`src/v2n_pkg.sv`:
```
// Shared types and constants for the vector2_normalize pipeline.
// No dependencies.
package v2n_pkg;

    localparam int unsigned SQRT_STEPS = 32;
    localparam int unsigned DIV_STEPS  = 31;

    typedef struct packed {
        logic [63:0] rad;
        logic [34:0] rem;
        logic [31:0] root;
        logic [31:0] mag_x;
        logic [31:0] mag_y;
        logic        neg_x;
        logic        neg_y;
    } t_sqrt_data;

    typedef struct packed {
        logic [31:0] rem_x;
        logic [31:0] rem_y;
        logic [30:0] q_x;
        logic [30:0] q_y;
        logic        low_x;
        logic        low_y;
        logic [31:0] len;
        logic        neg_x;
        logic        neg_y;
    } t_div_data;

endpackage

```
`src/v2n_div_cell.sv`:
```
// One restoring divide cell: settles one quotient bit for both components.
// Depends on v2n_pkg.
module v2n_div_cell (
    input  logic               i_clk,
    input  logic               i_en,
    input  v2n_pkg::t_div_data i_d,
    output v2n_pkg::t_div_data o_q
);
    import v2n_pkg::*;

    t_div_data   r_q;
    t_div_data   n_q;
    logic [32:0] w_cur_x;
    logic [32:0] w_cur_y;
    logic [32:0] w_len;

    always_comb begin
        w_cur_x   = {i_d.rem_x, i_d.low_x};
        w_cur_y   = {i_d.rem_y, i_d.low_y};
        w_len     = {1'b0, i_d.len};
        n_q       = i_d;
        n_q.low_x = 1'b0;
        n_q.low_y = 1'b0;
        if (w_cur_x >= w_len) begin
            n_q.rem_x = 32'(w_cur_x - w_len);
            n_q.q_x   = {i_d.q_x[29:0], 1'b1};
        end else begin
            n_q.rem_x = w_cur_x[31:0];
            n_q.q_x   = {i_d.q_x[29:0], 1'b0};
        end
        if (w_cur_y >= w_len) begin
            n_q.rem_y = 32'(w_cur_y - w_len);
            n_q.q_y   = {i_d.q_y[29:0], 1'b1};
        end else begin
            n_q.rem_y = w_cur_y[31:0];
            n_q.q_y   = {i_d.q_y[29:0], 1'b0};
        end
    end

    always_ff @(posedge i_clk) begin
        if (i_en) begin
            r_q <= n_q;
        end
    end

    assign o_q = r_q;

endmodule

```
`config.mk`:
```
export PLATFORM = sky130hd
export DESIGN_NAME = v2n_div_cell
export DESIGN_NICKNAME = d
export VERILOG_FILES = /design/src/v2n_pkg.sv /design/src/v2n_div_cell.sv
export SDC_FILE = /design/constraint.sdc
export NUM_CORES = 1
export LEC_CHECK = 0
export BUFFER_PORTS_ARGS = -buffer_cell sky130_fd_sc_hd__buf_4
export CELL_PAD_IN_SITES_DETAIL_PLACEMENT = 1
export CELL_PAD_IN_SITES_GLOBAL_PLACEMENT = 1
export CORE_MARGIN = 1
export CORE_UTILIZATION = 35
export DETAILED_ROUTE_END_ITERATION = 16
export HOLD_SLACK_MARGIN = 0.06
export PLACE_DENSITY_LB_ADDON = 0.05
export SYNTH_ARGS = -nofsm -noshare
export SYNTH_HDL_FRONTEND = slang
export SYNTH_SLANG_ARGS = --single-unit
```
`constraint.sdc`:
```
create_clock -name i_clk -period 2.4 [get_ports i_clk]
set_input_delay 0.12 -clock i_clk [delete_from_list [all_inputs] [get_ports i_clk]]
set_output_delay 0.12 -clock i_clk [all_outputs]
set_load 0.005 [all_outputs]
```
Word-level counts from Yosys, hierarchy flattened
Index checks and enable logic that the tools add are counted.
{"block": "op_classes", "addsub": 2, "magnitude_cmp": 2, "n_mux": 4}
{"operator": ">= comparator 33 x 32 -> 1 bit", "n": 2}
{"operator": "2-to-1 mux 32 bit", "n": 2}
{"operator": "subtractor 32 bit", "n": 2}
{"operator": "2-to-1 mux 1 bit", "n": 2}
{"block": "word_totals", "output_inout_bits": 162, "inputBits": 164, "elab_cells": 15, "reg_bits": 160}

Logic depth before layout (Yosys ltp)
Gate-level depths: netlist (run 1).
{"block": "depth", "ltp_word": 2, "depth_mapped": 13, "ltp_nobuf": 11}

Worst setup path after synthesis (run 1)
Ideal clock, no wire load.
{"block": "synth_path", "kind": "input port to flip-flop", "from": "input port i_d[8] (netlist bit)", "to": "register r_q, in the netlist o_q[111], data pin", "required_time_ns": 2.138, "n_path_buf": 1, "setup_ns": 0.262, "arrival_time_ns": 2.326, "path_stages": 10, "setup_slack_ns": -0.188, "cell_sequence": "inv_1 ha_1 a21o_1 a211o_1 o311a_4 a211oi_4 o21a_1 o21a_2 buf_6 mux2_1"}
{"element": "from (decl)", "line_no": "v2n_div_cell.sv:6", "rtl": "input v2n_pkg::t_div_data i_d,"}
{"element": "to (signal assigned)", "line_no": "v2n_div_cell.sv:42", "rtl": "r_q <= n_q;"}
{"element": "to (decl)", "line_no": "v2n_div_cell.sv:11", "rtl": "t_div_data r_q;"}

==> reports/summary.txt, run 1 <==
Die width = 167 um
RSZ-0062 raised after global routing = yes
Rel. slew slack = 0.635
Post-Syn Instances = 839
CTS Buf Count = 17
WL final = 39,400 um
Clock Pin Slew Worst Setup and Hold Paths = 0.07 ns
Final HPWL DP = 28,400 um
Core Area = 26,400 um^2
Share of synthesized registers carrying an async set or reset = 0
Clock sinks = 160
LEAKAGE = 7.49 nW
Critical path launch point type = input port
Final slew viol count = 0
Setup TNS = -0.00657 ns
EDFF count, synth = 160
Count of different cell masters after synthesis = 69
Worst Hold Slack = 0.0921 ns
DR vias/cell = 5.10
Synth Cell Area = 9510 um^2
CP bufs+invs = 5
Initial Util = 0.361
Hold path depth = 3
H-tree level count = 4
Outcome = complete, but fails checks
Final setup fails = 3
Top cell type's share of synthesized area = 0.505
Commonest non-fill, non-tap cell in the layout = buf_4
Cell Pwr Density = 583 nW/um^2
Maximum vdd drop = 0.366 mV
Iter 0 DRT Violations = 510
Hold Crit Endpoint = o_q[132]
Post-DP Area = 14,100 um^2
Yosys top cell by area = edfxtp_1
First-pass GRT wire length = 58,700 um
Critical path data required time = 2.57 ns
Most frequent cells in the layout = 544 x buf_4, 160 x edfxtp_1, 147 x dlygate4sd3_1
Top cells by area, synth = edfxtp_1 51%, ha_1 8.4%, mux2_4 4.1%
Tmin final = 2.40 ns
Final hold vios = 0
Crit path max-delay family = compound AO/OA/AOI/OAI gates
Ant. Diodes = 0
Setup CP Type = input port to register
Port Buffers = 321
Min-Delay Path Class = input port to register
P&R area growth vs syn = 75.3%
Register area = 4800 um^2
Violated checks = negative setup slack
Hold_sp = i_d[131]
Register area share after synthesis = 0.505
CP Max Fanout = 6
Max_cap viols = 0
Worst Tran Pin Value = 0.547 ns
Crit path cell chain = buf_8, clkinvlp_4, ha_4, a21o_1, a21o_1, a21oi_2, o21ai_2, a311oi_2, buf_4, a21oi_4, nor4_4, inv_4, clkbuf_16, mux2_4
Clock Tree Buf Depth = 2
Ratio of cells with drive above 1 in the final layout = 0.453
Most used DFF post-synth = edfxtp_1
Vias in the first global route = 10,260
Part of the cycle the worst path needs = 1.00
Crit-path max cell delay = 0.29 ns
Nets = 1,768
Post-route setup slack = -0.00291 ns
Post-synthesis register bit count = 160
Die area = 27,800 um^2
Post-route ant nets = 0
Largest net degree at the start of global routing = 52
Die H = 167 um
Root Driver = clkbuf_16
Max Freq = 0.416 GHz
Row count = 59
Largest register FFs = 160
Total track usage = 0.276
Grt total ovfl = 0
Crit. Startpoint = i_d[19]
FILL cells = 2,806
Initial antenna violation count = 0
Routed via count = 9,615
CTS tree = done
Io pins = 326
Footprint of the multi-input gates = 4790 um^2
Avg Inst Size Synth = 11.3 um^2
Synth Warn # = 0
Crit-path slowest cell = mux2_4
Final Cell Area = 16,700 um^2
WP data arrival = 2.57 ns
1st-pass router iterations = 5
Critical path endpoint category = register
Routability Congestion = 0.901
Residual DRC count = 0
Wirelength per Cell = 20.9 um
Most common cell on crit path = a21o_1
-- logic make-up after synthesis --
group,synth area share
xor+xnor,0.0433
buf+inv,0.0408
compound gates,0.162
flops,0.505
other cells,0.000394
fa+ha+maj,0.0884
simple gates,0.105
mux,0.0542
-- cell type report --
cell class	count	area share
timing repair buffer	704	0.346
sequential	160	0.288
tap	335	0.0251
clock buffer	18	0.0257
clock inverter	14	0.0119
multi-input combinational	594	0.287
inverter	61	0.0157
-- routing by layer --
layer	GRT usage	routed length, um	up-vias
li1	-	-	4549
met1	0.333	16500	4715
met2	0.489	19700	288
met3	0.0516	1810	63
met4	0.0978	1330	0
met5	0	0	-
-- how the worst max path moves through the flow --
stage | endpoint | slack, ns | depth (start not counted)
3_5_place_dp | o_q[155] | -0.51 | 12
4_1_cts | o_q[150] | 0.004 | 12
6_report | o_q[141] | -0.003 | 14
3_3_place_gp | o_q[155] | -0.45 | 12
2_1_floorplan | o_q[111] | -0.11 | 9
5_1_grt | o_q[147] | -0.05 | 14
-- where the power goes --
group          switching, W  leakage (nW)  internal (W)
Sequential         0.000106          1.57       0.00346
Combinational       0.00143          5.62       0.00176
Clock               0.00129         0.303       0.00168
Total               0.00283          7.49       0.00690
-- stage by stage --
stage	power [W]	utilization	instances	setup WS, ns
after global routing	0.0101	0.633	1886	-0.0475
after floorplan	0.00485	-	840	-0.106
after detailed placement	0.00641	0.536	1698	-0.507
after CTS	0.00961	0.617	1878	0.00359
final	0.00973	0.633	1886	-0.00291
after global placement	0.00633	0.536	1698	-0.449
-- synthesized netlist by cell type, drive strengths merged, types with 16 or more instances --
master  instances
edfxtp        160
nand2          67
ha             64
inv            61
a21oi          60
o21ai          58
nor2           46
a21o           30
mux2           30
xnor2          27
nand3          21
xor2           20
nor3           16
-- what timing repair did --
item / 4_1_cts / 5_1_grt
pin swaps: 1 / 24
buffers inserted: 1 / 5
endpoints found under the setup margin: 10 / 61
gates cloned: 0 / 3
resized for setup: 9 / 69
hold buffers: 147 / 0
endpoints found under the hold margin: 147 / 0
No activity file was read; power rests on OpenSTA's default activity.
==> run 2, diff against run 1 <==
--- a/config.mk
+++ b/config.mk
@@ -6,7 +6,7 @@
 export NUM_CORES = 1
 export LEC_CHECK = 0
 export BUFFER_PORTS_ARGS = -buffer_cell sky130_fd_sc_hd__buf_4
-export CELL_PAD_IN_SITES_DETAIL_PLACEMENT = 1
+export CELL_PAD_IN_SITES_DETAIL_PLACEMENT = 0
 export CELL_PAD_IN_SITES_GLOBAL_PLACEMENT = 1
 export CORE_MARGIN = 1
 export CORE_UTILIZATION = 35
==> run 2 against run 1 <==
Compared with the run above:
- routed wire length fell by 14%
- worst hold slack got worse by 0.018 ns
- clock power fell by 6%
- global-route usage fell by 3.8 points
- via count fell by 3.3%
- sequential cell count did not move
- the flow still finishes with violations (negative setup slack)
- critical path depth fell by 4
- combinational power fell by 4%
- sequential power barely moved
==> reports/summary.txt, run 2 (synthesis gave the netlist of run 1 again) <==
Core Area = 26,400 um^2 (unchanged)
Most common cell on crit path = buf_4 (was a21o_1)
Routability Congestion = 0.901 (unchanged)
Critical path launch point type = input port (unchanged)
Part of the cycle the worst path needs = 1.00 (about the same)
Setup TNS = -0.00157 ns (was -0.00657 ns)
P&R area growth vs syn = 74.6% (was 75.3%)
LEAKAGE = 7.46 nW (was 7.49 nW)
Outcome = complete, but fails checks (unchanged)
Clock sinks = 160 (unchanged)
Vias in the first global route = 9,373 (was 10,260)
Total track usage = 0.238 (was 0.276)
WL final = 33,700 um (was 39,400 um)
Largest register FFs = 160 (unchanged)
Port Buffers = 321 (unchanged)
Post-route setup slack = -0.00157 ns (was -0.00291 ns)
First-pass GRT wire length = 51,100 um (was 58,700 um)
Setup CP Type = input port to register (unchanged)
Cell Pwr Density = 568 nW/um^2 (was 583 nW/um^2)
Non-filler cells, final = 1,887 (was 1,886)
Io pins = 326 (unchanged)
Final slew viol count = 0 (unchanged)
Iter 0 DRT Violations = 484 (was 510)
Crit-path max cell delay = 0.38 ns (was 0.29 ns)
Clock Power Share = 0.297 (was 0.305)
Min-Delay Path Class = input port to register (unchanged)
Worst Tran Pin Value = 0.547 ns (about the same)
CTS Buf Count = 17 (unchanged)
Clock Tree Buf Depth = 2 (unchanged)
Placed Cells = 1,698 (unchanged)
H-tree level count = 4 (unchanged)
Residual DRC count = 0 (unchanged)
Hold path depth = 3 (unchanged)
Tmin final = 2.40 ns (about the same)
Power, Total = 0.00942 W (was 0.00973 W)
Sequential power share = 0.378 (was 0.367)
Clock Pin Slew Worst Setup and Hold Paths = 0.07 ns (about the same)
Violated checks = negative setup slack (unchanged)
WP data arrival = 2.58 ns (was 2.57 ns)
Largest net degree at the start of global routing = 52 (unchanged)
Wirelength per Cell = 17.9 um (was 20.9 um)
Critical path data required time = 2.58 ns (was 2.57 ns)
Critical path endpoint category = register (unchanged)
Die area = 27,800 um^2 (unchanged)
Crit-path slowest cell = o311a_4 (was mux2_4)
Maximum vdd drop = 0.580 mV (was 0.366 mV)
Die H = 167 um (unchanged)
Initial Util = 0.361 (unchanged)
Hold_sp = i_d[145] (was i_d[131])
Initial antenna violation count = 0 (unchanged)
Max_cap viols = 0 (unchanged)
Max Freq = 0.416 GHz (about the same)
Row count = 59 (unchanged)
Die width = 167 um (unchanged)
Ant. Diodes = 0 (unchanged)
Grt total ovfl = 0 (unchanged)
Crit path cell chain = buf_4, inv_1, ha_1, a211o_1, o311a_4, a211oi_4, o21a_1, o21a_2, buf_4, mux2_4 (was buf_8, clkinvlp_4, ha_4, a21o_1, a21o_1, a21oi_2, o21ai_2, a311oi_2, buf_4, a21oi_4, nor4_4, inv_4, clkbuf_16, mux2_4)
Rel. slew slack = 0.635 (about the same)
CTS tree = done (unchanged)
Post-route ant nets = 0 (unchanged)
1st-pass router iterations = 5 (unchanged)
Hold Crit Endpoint = o_q[146] (was o_q[132])
Root Driver = clkbuf_16 (unchanged)
DR vias/cell = 4.93 (was 5.10)
Post-route core utilization = 0.630 (was 0.633)
Int Pwr = 0.00669 W (was 0.00690 W)
Nets = 1,769 (was 1,768)
Switching share of total power = 0.290 (was 0.291)
Ratio of cells with drive above 1 in the final layout = 0.452 (was 0.453)
Final setup fails = 1 (was 3)
CP Max Fanout = 4 (was 6)
Share of total power in combinational logic = 0.325 (was 0.327)
Final HPWL DP = 25,600 um (was 28,400 um)
P_sw = 0.00273 W (was 0.00283 W)
Most frequent cells in the layout = 544 x buf_4, 160 x edfxtp_1, 147 x dlygate4sd3_1 (unchanged)
Commonest non-fill, non-tap cell in the layout = buf_4 (unchanged)
Routed via count = 9,296 (was 9,615)
RSZ-0062 raised after global routing = yes (unchanged)
Final hold vios = 0 (unchanged)
==> run 2: critical path, delay by kind of cell <==
kind                       cells  cell delay (ns)
buffers and inverters          3             0.46
muxes                          1             0.29
AOI/OAI and AO/OA              5             1.41
adders and majority gates      1             0.30
==> run 2: how the worst max path moves through the flow <==
stage          startpoint  endpoint  slack [ns]  cells after the start
2_1_floorplan      i_d[9]  o_q[111]       -0.11                      9
3_3_place_gp      i_d[16]  o_q[155]       -0.45                     12
3_5_place_dp       i_d[6]  o_q[155]       -0.48                     11
4_1_cts            i_d[6]  o_q[155]       -0.02                     11
5_1_grt           i_d[16]  o_q[157]       -0.08                     13
6_report           i_d[9]  o_q[111]      -0.002                     10
==> run 2: cell type report <==
class,count,area [um^2]
clock inverter,15,173
sequential,160,4800
inverter,61,259
timing repair buffer,705,5780
tap,335,419
multi-input combinational,594,4740
fill,2200,9750
clock buffer,17,425
==> run 2: power by group through the flow <==
stage                     clock network (W)  registers [W]  logic (W)
after CTS                           0.00287        0.00356    0.00294
final                               0.00280        0.00356    0.00306
after global routing                0.00298        0.00359    0.00331
after global placement                    0        0.00361    0.00272
after detailed placement                  0        0.00362    0.00274
after floorplan                           0        0.00365    0.00120
==> run 2: stage by stage <==
stage	hold WS (ns)	area, um^2	setup slack, ns
final	0.0740	16600	-0.00157
after global routing	0.0842	16600	-0.0789
after CTS	0.0626	16200	-0.0248
after detailed placement	0.299	14100	-0.484
after global placement	0.298	14100	-0.449
after floorplan	0.219	9720	-0.106
==> run 2: layer usage <==
metal / part of all wire / up-vias / global-route usage
met4: 0.023 / 0 / 0.0785
li1: - / 4566 / -
met1: 0.45 / 4403 / 0.307
met5: 0 / - / 0
met3: 0.046 / 35 / 0.0402
met2: 0.48 / 292 / 0.402
==> run 2: timing repair <==
item,4_1_cts,5_1_grt
endpoints found under the setup margin,4,60
setup buffers,0,8
endpoints found under the hold margin,147,0
resized for setup,2,66
gates cloned,0,2
hold buffers,147,0
pin swaps,0,13
