===== src/v2n_pkg.sv =====
// Shared types and constants for the vector2_normalize pipeline.
// No dependencies.
package v2n_pkg;

    localparam int unsigned SQRT_STEPS = 32;
    localparam int unsigned DIV_STEPS  = 31;

    typedef struct packed {
        logic [63:0] rad;
        logic [34:0] rem;
        logic [31:0] root;
        logic [31:0] mag_x;
        logic [31:0] mag_y;
        logic        neg_x;
        logic        neg_y;
    } t_sqrt_data;

    typedef struct packed {
        logic [31:0] rem_x;
        logic [31:0] rem_y;
        logic [30:0] q_x;
        logic [30:0] q_y;
        logic        low_x;
        logic        low_y;
        logic [31:0] len;
        logic        neg_x;
        logic        neg_y;
    } t_div_data;

endpackage


===== src/v2n_sqrt_cell.sv =====
// One digit-by-digit square root cell: settles one bit of the root.
// Depends on v2n_pkg.
module v2n_sqrt_cell (
    input  logic                i_clk,
    input  logic                i_en,
    input  v2n_pkg::t_sqrt_data i_d,
    output v2n_pkg::t_sqrt_data o_q
);
    import v2n_pkg::*;

    t_sqrt_data  r_q;
    t_sqrt_data  n_q;
    logic [34:0] w_cur;
    logic [34:0] w_trial;

    always_comb begin
        w_cur   = {i_d.rem[32:0], i_d.rad[63:62]};
        w_trial = {1'b0, i_d.root, 2'b01};
        n_q     = i_d;
        n_q.rad = {i_d.rad[61:0], 2'b00};
        if (w_cur >= w_trial) begin
            n_q.rem  = w_cur - w_trial;
            n_q.root = {i_d.root[30:0], 1'b1};
        end else begin
            n_q.rem  = w_cur;
            n_q.root = {i_d.root[30:0], 1'b0};
        end
    end

    always_ff @(posedge i_clk) begin
        if (i_en) begin
            r_q <= n_q;
        end
    end

    assign o_q = r_q;

endmodule


===== config.mk =====
export PLATFORM = sky130hd
export DESIGN_NAME = v2n_sqrt_cell
export DESIGN_NICKNAME = d
export VERILOG_FILES = /design/src/v2n_pkg.sv /design/src/v2n_sqrt_cell.sv
export SDC_FILE = /design/constraint.sdc
export NUM_CORES = 1
export LEC_CHECK = 0
export BUFFER_PORTS_ARGS = -buffer_cell sky130_fd_sc_hd__buf_4
export CORE_AREA = 2 2 152 154
export CTS_CLUSTER_DIAMETER = 60
export DETAILED_ROUTE_END_ITERATION = 8
export DIE_AREA = 0 0 154 156
export PLACE_DENSITY = 0.62
export SLEW_MARGIN = 15
export SYNTH_ARGS = -nofsm -noshare
export SYNTH_HDL_FRONTEND = slang
export SYNTH_SLANG_ARGS = --single-unit

===== constraint.sdc =====
create_clock -name i_clk -period 5.7 [get_ports i_clk]
set_input_delay 1.14 -clock i_clk [delete_from_list [all_inputs] [get_ports i_clk]]
set_output_delay 1.14 -clock i_clk [all_outputs]
set_load 0.02 [all_outputs]

# ---- Yosys cells after proc, flatten, opt, wreduce, memory -nomap -nowiden
# Index checks and enable logic that the tools add are counted.
dict set report word_totals {
  regBits 195
  inputBits 199
  output_inout_bits 197
  word_cells 10
}
dict set report op_classes {
  add_sub_neg 1
  order_cmp 1
  mux 1
}
# cell count
set op_table {}
lappend op_table {{two-way mux 67 bit} 1}
lappend op_table {{>= comparator 35 x 34 -> 1 bit} 1}
lappend op_table {{subtractor 35 x 34 -> 35 bit} 1}

# ---- Depth between registers and ports, before layout
# Gate-level depths: netlist (run 1).
dict set report logic_depth {
  word_depth 2
  depth_mapped 13
}

# ---- Worst setup path before layout (run 1)
# Ideal clock, no wire load.
dict set report synth_timing {
  path_type {input to register}
  start {input i_d[71] (netlist bit)}
  end {register r_q (netlist bit o_q[126]) (data pin)}
  t_arrival_ns 3.195
  required_time_ns 5.440
  slack_ns 2.245
  cell_stages 10
  path_buffers 0
  cell_sequence {inv_1 ha_1 a211oi_1 o21bai_1 nor4_2 o21ai_2 a211oi_1 o221ai_1 xnor2_1 mux2_2}
}
# item line
set synth_rtl {}
lappend synth_rtl {{start: declaration} v2n_sqrt_cell.sv:6} ;# input v2n_pkg::t_sqrt_data i_d,
lappend synth_rtl {{end signal: assignment} v2n_sqrt_cell.sv:32} ;# r_q <= n_q;
lappend synth_rtl {{end: declaration} v2n_sqrt_cell.sv:11} ;# t_sqrt_data r_q;

==> metrics.cfg, run 1 <==
[floorplan]
dieArea_sq_mm = 0.0240
core_area_sq_mm = 0.0224
rows = 55
dieWidth_um = 154
die_h_um = 156
initial_core_util = 0.371
pin_count = 396

[yosys]
synth.top_cells.by_area = edfxtp_1 (70%), ha_1 (5.1%), a21oi_1 (2.8%)
synth_seq_area_share = 0.705
yosysTopAreaCellShare = 0.705
postSynthCellCount = 565
netlist_area_sq_mm = 0.00831
yosysWarnings = 0
synth-seq-cells = 195
synthFlopType = edfxtp_1
async_flop_share = 0
synth_cell_type_count = 60
avgSynthCellArea_sq_um = 14.7
yosysTopAreaCell = edfxtp_1
synth_edf_count = 195

[clocking]
cts.sinks = 195
clock-root-buffer = clkbuf_16
cts.reportedPaths.clkPinSlew_ps = 90
cts_resized = 0
postCtsSetupBuffers = 0
h-tree-depth = 4
hold_buffers = 0
clk_path_buf_depth = 2
cts_tree = built
cts_buffers = 17

[global_routing]
antenna_found_initial = 2
overflow = 0
grt_pass1_vias = 5775
grt_pass1_wl_mm = 36.0
grt_max_degree = 127
grt_usage = 0.204

[layout]
num_antenna_cells = 0
final_nets = 1200
layout_commonest_cell = buf_4
largest_reg_flops = 195
stdcell_count = 1265
drive_above_1_share = 0.457
layout_common_cells = buf_4 (394), edfxtp_1 (195), inv_1 (46), a21oi_1 (46), nor2_1 (45)
area_growth_pct = 46.5

[pwr]
ir_drop_v = 0.000207
power_leakage_nw = 5.23
powerDensity_mw_per_mm2 = 315

[status]
outcome = completed

[timing]
finalSetupTns_ps = 0
fin_crit_ps = 3940
fmax_mhz = 254
setup_violations = 0
slew_headroom = 0.315
tightestPinTransition_ps = 1030
hold_viol = 0
slew_viol_final = 0
period_share = 0.691
rsz0062_at_grt = no

[critical_path]
crit_top_cell = buf_4
cp_slowest_cell = buf_4
cp_max_fo = 38
max_stage_delay_ps = 480
cp_cell_sequence = buf_4, inv_1, ha_1, nand4_1, nand2b_1, or3_1, a211oi_2, o31ai_2, o21ai_4, buf_4, mux2_2
crit_type = in2reg
cp-end-kind = flip-flop
worstSetupStartpointType = input port
cp.arrival_ps = 4120
crit_required_ps = 5880

[routing]
wl_per_cell_um = 20.5
firstDrtPassIters = 6
via_count = 6117
drc = 0
vias_per_cell = 4.84
drt_iter0_markers = 399
antenna_left = 0
wirelength_mm = 26.0

[place]
placedCellCount = 1233
port_buffers = 391
routabilityCongestion = 0.825
dp_hpwl_mm = 20.2

[run]
max_cap_viol_count = 0

[hold_path]
hold_class = in2reg

==> through the flow <==
stage	total power, mW	area, sq um	util	hold WS [ps]	setup slack [ps]
4_1_cts	3.88	12200	0.544	859	1790
2_1_floorplan	2.23	8310	-	1240	2240
5_1_grt	3.99	12200	0.544	848	1600
3_5_place_dp	2.65	11600	0.517	1320	1330
6_report	3.83	12200	0.544	876	1760
3_3_place_gp	2.64	11600	0.517	1320	1350
==> worst max-delay path, delay by kind of cell <==
family	cells	cell delay, ps
adders and majority gates	1	440
muxes	1	390
buffers and inverters	3	600
AOI/OAI and AO/OA	3	830
and+or+nand+nor	3	700
==> logic make-up after synthesis <==
| logic type | share of synthesized area |
|---|---|
| compound gates | 0.0973 |
| xor+xnor | 0.0327 |
| fa+ha+maj | 0.0512 |
| buf+inv | 0.0315 |
| flops | 0.705 |
| mux | 0.0190 |
| other cells | 0.000451 |
| simple gates | 0.0631 |
==> layer usage <==
metal / track usage / part of all wire / up-vias
met3: 0.0717 / 0.075 / 31
met5: 0 / 0.00050 / -
li1: - / - / 2926
met2: 0.363 / 0.52 / 215
met4: 0.0636 / 0.022 / 2
met1: 0.232 / 0.38 / 2943
==> where the power goes <==
part / switching, mW / total (mW) / internal, mW
sequential: 0.0366 / 1.77 / 1.74
clock: 0.620 / 1.22 / 0.602
combinational: 0.470 / 0.840 / 0.370
total: 1.13 / 3.83 / 2.71
==> synth_stat cells (all sizes together) (3+ instances only) <==
| cell type | number |
|---|---|
| a211oi | 4 |
| a21o | 8 |
| a21oi | 50 |
| a311oi | 3 |
| a31oi | 3 |
| and3 | 5 |
| buf | 11 |
| edfxtp | 195 |
| ha | 34 |
| inv | 46 |
| mux2 | 11 |
| mux2i | 3 |
| nand2 | 20 |
| nand4 | 9 |
| nor2 | 45 |
| nor2b | 4 |
| nor3 | 10 |
| nor4 | 4 |
| o211ai | 6 |
| o21a | 3 |
| o21ai | 22 |
| o21bai | 3 |
| o31a | 3 |
| or3 | 4 |
| xnor2 | 21 |
| xor2 | 10 |
==> cell type report <==
type | count | area [sq um]
clock buffers | 18 | 429
multi-input cells | 312 | 2200
fillers | 1937 | 10200
well taps | 285 | 357
repair buffers | 395 | 2970
clock inverters | 14 | 183
inverters | 46 | 173
flip-flops and latches | 195 | 5860
==> worst paths after layout <==
check,start,to,depth (start not counted)
worst min-delay path,i_d[168],o_q[170],1
worst max-delay path,i_d[88],o_q[101],11
Power figures use the tool's default switching activity.
==> run 2, diff against run 1 <==
==> constraint.sdc (replaced) <==
create_clock -name i_clk -period 3.8 [get_ports i_clk]
set_input_delay 0.76 -clock i_clk [delete_from_list [all_inputs] [get_ports i_clk]]
set_output_delay 0.76 -clock i_clk [all_outputs]
set_load 0.02 [all_outputs]
==> metrics.cfg, run 2 (synthesis gave the netlist of run 1 again) <==
[critical_path]
crit_required_ps = 3970
cp.arrival_ps = 3270
cp_slowest_cell = ha_1
worstSetupStartpointType = input port
cp_max_fo = 33
cp-end-kind = flip-flop
max_stage_delay_ps = 380
crit_type = in2reg
cp_cell_sequence = buf_4, inv_1, ha_1, nand4_1, nand2b_1, or3_1, a211oi_2, o31ai_2, o21ai_4, buf_12, mux2_2

[floorplan]
die_h_um = 156
dieWidth_um = 154
rows = 55
pin_count = 396
initial_core_util = 0.371
dieArea_sq_mm = 0.0240
core_area_sq_mm = 0.0224

[layout]
fillers = 1905
layout_common_cells = buf_4 (399), edfxtp_1 (195), inv_1 (46), a21oi_1 (46), nor2_1 (45)
area_growth_pct = 47.5
num_antenna_cells = 0
drive_above_1_share = 0.462
layout_commonest_cell = buf_4
regArea_sq_mm = 0.00586
largest_reg_flops = 195
multi_input_area_sq_mm = 0.00220
final_nets = 1208

[routing]
wl_per_cell_um = 20.5
met1Wirelength_mm = 10.1
wl_met2_mm = 13.3
antenna_left = 0
dr_wl_met3_mm = 1.89
vias_per_cell = 4.86
drc = 0
drt_iter0_markers = 322
firstDrtPassIters = 6
wirelength_mm = 26.0
top_layer = met5
via_count = 6186

[clocking]
hold_buffers = 0
cts.sinks = 195
cts_resized = 0
cts.reportedPaths.clkPinSlew_ps = 80
clk_path_buf_depth = 2
postCtsSetupBuffers = 0
h-tree-depth = 4
clock-root-buffer = clkbuf_16
cts_buffers = 17
cts_tree = built

[pwr]
power_frac_clock = 0.316
swShare = 0.292
powerDensity_mw_per_mm2 = 469
p_comb_frac = 0.222
power_leakage_nw = 5.28
p_seq_frac = 0.462
switching_power_mw = 1.68
intPower_mw = 4.07
ir_drop_v = 0.000250

[global_routing]
grt_max_degree = 68
grt_usage = 0.206
grt_pass1_vias = 5873
antenna_found_initial = 2
grt_pass1_wl_mm = 36.2
overflow = 0

[place]
dp_hpwl_mm = 20.7
routabilityCongestion = 0.836
port_buffers = 391

[status]
outcome = completed

[timing]
fin_crit_ps = 3110
rsz0062_at_grt = no
setup_violations = 0
tightestPinTransition_ps = 567
hold_viol = 0
slew_headroom = 0.622
fmax_mhz = 322
slew_viol_final = 0
holdWs_ps = 500
finalSetupTns_ps = 0
period_share = 0.818

[run]
max_cap_viol_count = 0

[hold_path]
hold_start = i_d[63]
hold_class = in2reg
holdPathStages = 1
min_to = o_q[63]

[run 2: cell count changes in the layout (fill, tap and decap cells not counted)]
cell / before / now
inv_6: 5 / 4
buf_12: 0 / 3
clkinv_8: 6 / 3
buf_4: 394 / 399
clkbuf_1: 1 / 0
clkinv_1: 0 / 1
inv_8: 0 / 4
[run 2: cell type report]
cell class	instances	area share
clock buffers	17	0.0347
clock inverters	15	0.0142
inverters	46	0.0141
multi-input cells	312	0.180
flip-flops and latches	195	0.478
well taps	285	0.0291
repair buffers	403	0.250
[run 2: how the worst max path moves through the flow]
| stage | startpoint | to | slack (ps) |
|---|---|---|---|
| after CTS | i_d[87] | o_q[131] | 710 |
| after global routing | i_d[87] | o_q[131] | 600 |
| after global placement | i_d[87] | o_q[101] | 280 |
| after detailed placement | i_d[87] | o_q[131] | 270 |
| after floorplan | i_d[71] | o_q[126] | 720 |
| final | i_d[87] | o_q[131] | 690 |
[run 2: power by group through the flow]
stage / registers, mW / logic [mW] / clock network [mW]
2_1_floorplan: 2.97 / 0.376 / 0
3_3_place_gp: 2.70 / 1.28 / 0
3_5_place_dp: 2.71 / 1.29 / 0
4_1_cts: 2.66 / 1.29 / 1.87
5_1_grt: 2.68 / 1.36 / 1.95
6_report: 2.66 / 1.28 / 1.82
[run 2: layer usage]
metal,up-vias,GRT usage
li1,2945,-
met1,2958,0.242
met2,239,0.358
met3,40,0.0669
met4,4,0.0650
met5,-,0
[run 2: worst max-delay path, delay by kind of cell]
kind / cells / cell delay (ps)
compound gates: 3 / 700
fa+ha+maj: 1 / 380
buf+inv: 3 / 350
mux: 1 / 360
simple gates: 3 / 720
[run 2: stage by stage]
step           total power, mW  cell area, sq um  worst slack [ps]  cells  utilization
2_1_floorplan             3.35              8310               725    566            -
3_3_place_gp              3.98             11700               280   1241        0.521
3_5_place_dp              3.99             11700               268   1241        0.521
4_1_cts                   5.82             12300               713   1273        0.548
5_1_grt                   5.99             12300               600   1273        0.548
6_report                  5.75             12300               691   1273        0.548
==> run 3, diff against run 2 <==
==> constraint.sdc (replaced) <==
create_clock -name i_clk -period 3.25 [get_ports i_clk]
set_input_delay 0.65 -clock i_clk [delete_from_list [all_inputs] [get_ports i_clk]]
set_output_delay 0.65 -clock i_clk [all_outputs]
set_load 0.02 [all_outputs]
==> metrics.cfg, run 3 (synthesis gave the netlist of run 1 again) <==
[status]
outcome = completed

[routing]
wl_per_cell_um = 20.3
antenna_left = 0
wirelength_mm = 26.5
drc = 0
drt_iter0_markers = 308
via_count = 6350
vias_per_cell = 4.86
firstDrtPassIters = 6

[clocking]
clk_path_buf_depth = 2
cts_tree = built
postCtsSetupBuffers = 0
cts_buffers = 17
h-tree-depth = 4
cts.reportedPaths.clkPinSlew_ps = 90
clock-root-buffer = clkbuf_16
cts_resized = 0
hold_buffers = 0
cts.sinks = 195

[floorplan]
pin_count = 396
initial_core_util = 0.371
die_h_um = 156
dieArea_sq_mm = 0.0240
dieWidth_um = 154
core_area_sq_mm = 0.0224
rows = 55

[global_routing]
antenna_found_initial = 3
grt_usage = 0.211
grt_pass1_wl_mm = 37.6
overflow = 0
grt_pass1_vias = 6221
grt_max_degree = 73

[timing]
slew_viol_final = 0
finalSetupTns_ps = 0
hold_viol = 0
fin_crit_ps = 2830
fmax_mhz = 353
setup_violations = 0
slew_headroom = 0.595
tightestPinTransition_ps = 607
rsz0062_at_grt = no
period_share = 0.872

[pwr]
power_leakage_nw = 5.45
p_seq_frac = 0.455
power_frac_clock = 0.317
swShare = 0.295
power_mw = 6.83
powerDensity_mw_per_mm2 = 545
switching_power_mw = 2.02
p_comb_frac = 0.227
ir_drop_v = 0.000388
intPower_mw = 4.81

[layout]
layout_commonest_cell = buf_4
fillers = 1931
multi_input_area_sq_mm = 0.00220
area_growth_pct = 50.9
regArea_sq_mm = 0.00586
largest_reg_flops = 195
layout_common_cells = buf_4 (430), edfxtp_1 (195), inv_1 (46), a21oi_1 (46), nor2_1 (45)
drive_above_1_share = 0.478
final_nets = 1240
finalCoreUtilization = 0.560

[critical_path]
cp-end-kind = flip-flop
cp_max_fo = 16
crit_required_ps = 3420
crit_type = in2reg
worstSetupStartpointType = input port
cp.arrival_ps = 3010

[hold_path]
hold_class = in2reg
holdPathStages = 1

[run]
max_cap_viol_count = 0

[place]
dp_hpwl_mm = 21.0
routabilityCongestion = 0.861
port_buffers = 391

[run 3: changes by cell type in the layout (fill, tap and decap cells not counted)]
cell / change
buf_4: +31
clkinv_8: +4
inv_8: -3
buf_12: +1
clkinv_4: -1
diode_2: +1
[run 3: cell type report]
| type | count | share of cell area |
|---|---|---|
| repair buffers | 435 | 0.265 |
| inverters | 46 | 0.0138 |
| well taps | 285 | 0.0285 |
| diodes | 1 | 0.000200 |
| clock inverters | 15 | 0.0157 |
| multi-input cells | 312 | 0.176 |
| clock buffers | 17 | 0.0339 |
| flip-flops and latches | 195 | 0.467 |
[run 3: stage by stage]
stage / std cells / cell area [sq um] / hold slack, ps / setup slack [ps]
after floorplan: 566 / 8310 / 749 / 285
after global placement: 1273 / 11900 / 828 / 26.1
after detailed placement: 1273 / 11900 / 829 / 4.30
after CTS: 1305 / 12500 / 365 / 467
after global routing: 1305 / 12500 / 359 / 205
final: 1306 / 12500 / 387 / 415
[run 3: path summary, 6_finish.rpt]
| check | start | end | slack, ps |
|---|---|---|---|
| max | i_d[81] | o_q[131] | 420 |
| min | i_d[177] | o_q[179] | 390 |
[run 3: per-layer routing]
metal | wire length, um | track usage | up-vias
li1 | - | - | 3013
met1 | 10300 | 0.246 | 3063
met2 | 13700 | 0.378 | 240
met3 | 1920 | 0.0656 | 30
met4 | 469 | 0.0521 | 4
met5 | 23 | 0 | -
[run 3: power groups by stage]
stage	Sequential, mW	Combinational (mW)	Clock (mW)
floorplan	3.47	0.440	0
global placement	3.16	1.55	0
detailed placement	3.17	1.56	0
CTS	3.11	1.57	2.23
global route	3.13	1.66	2.31
finish	3.11	1.55	2.17
[run 3: critical path, stage by stage]
cell,delay [ps]
buf_4,80
inv_1,30
ha_1,460
nand2_1,80
o21ai_0,330
a21oi_1,180
o21ai_0,310
o31ai_2,140
o21ai_4,200
buf_12,190
mux2_2,340
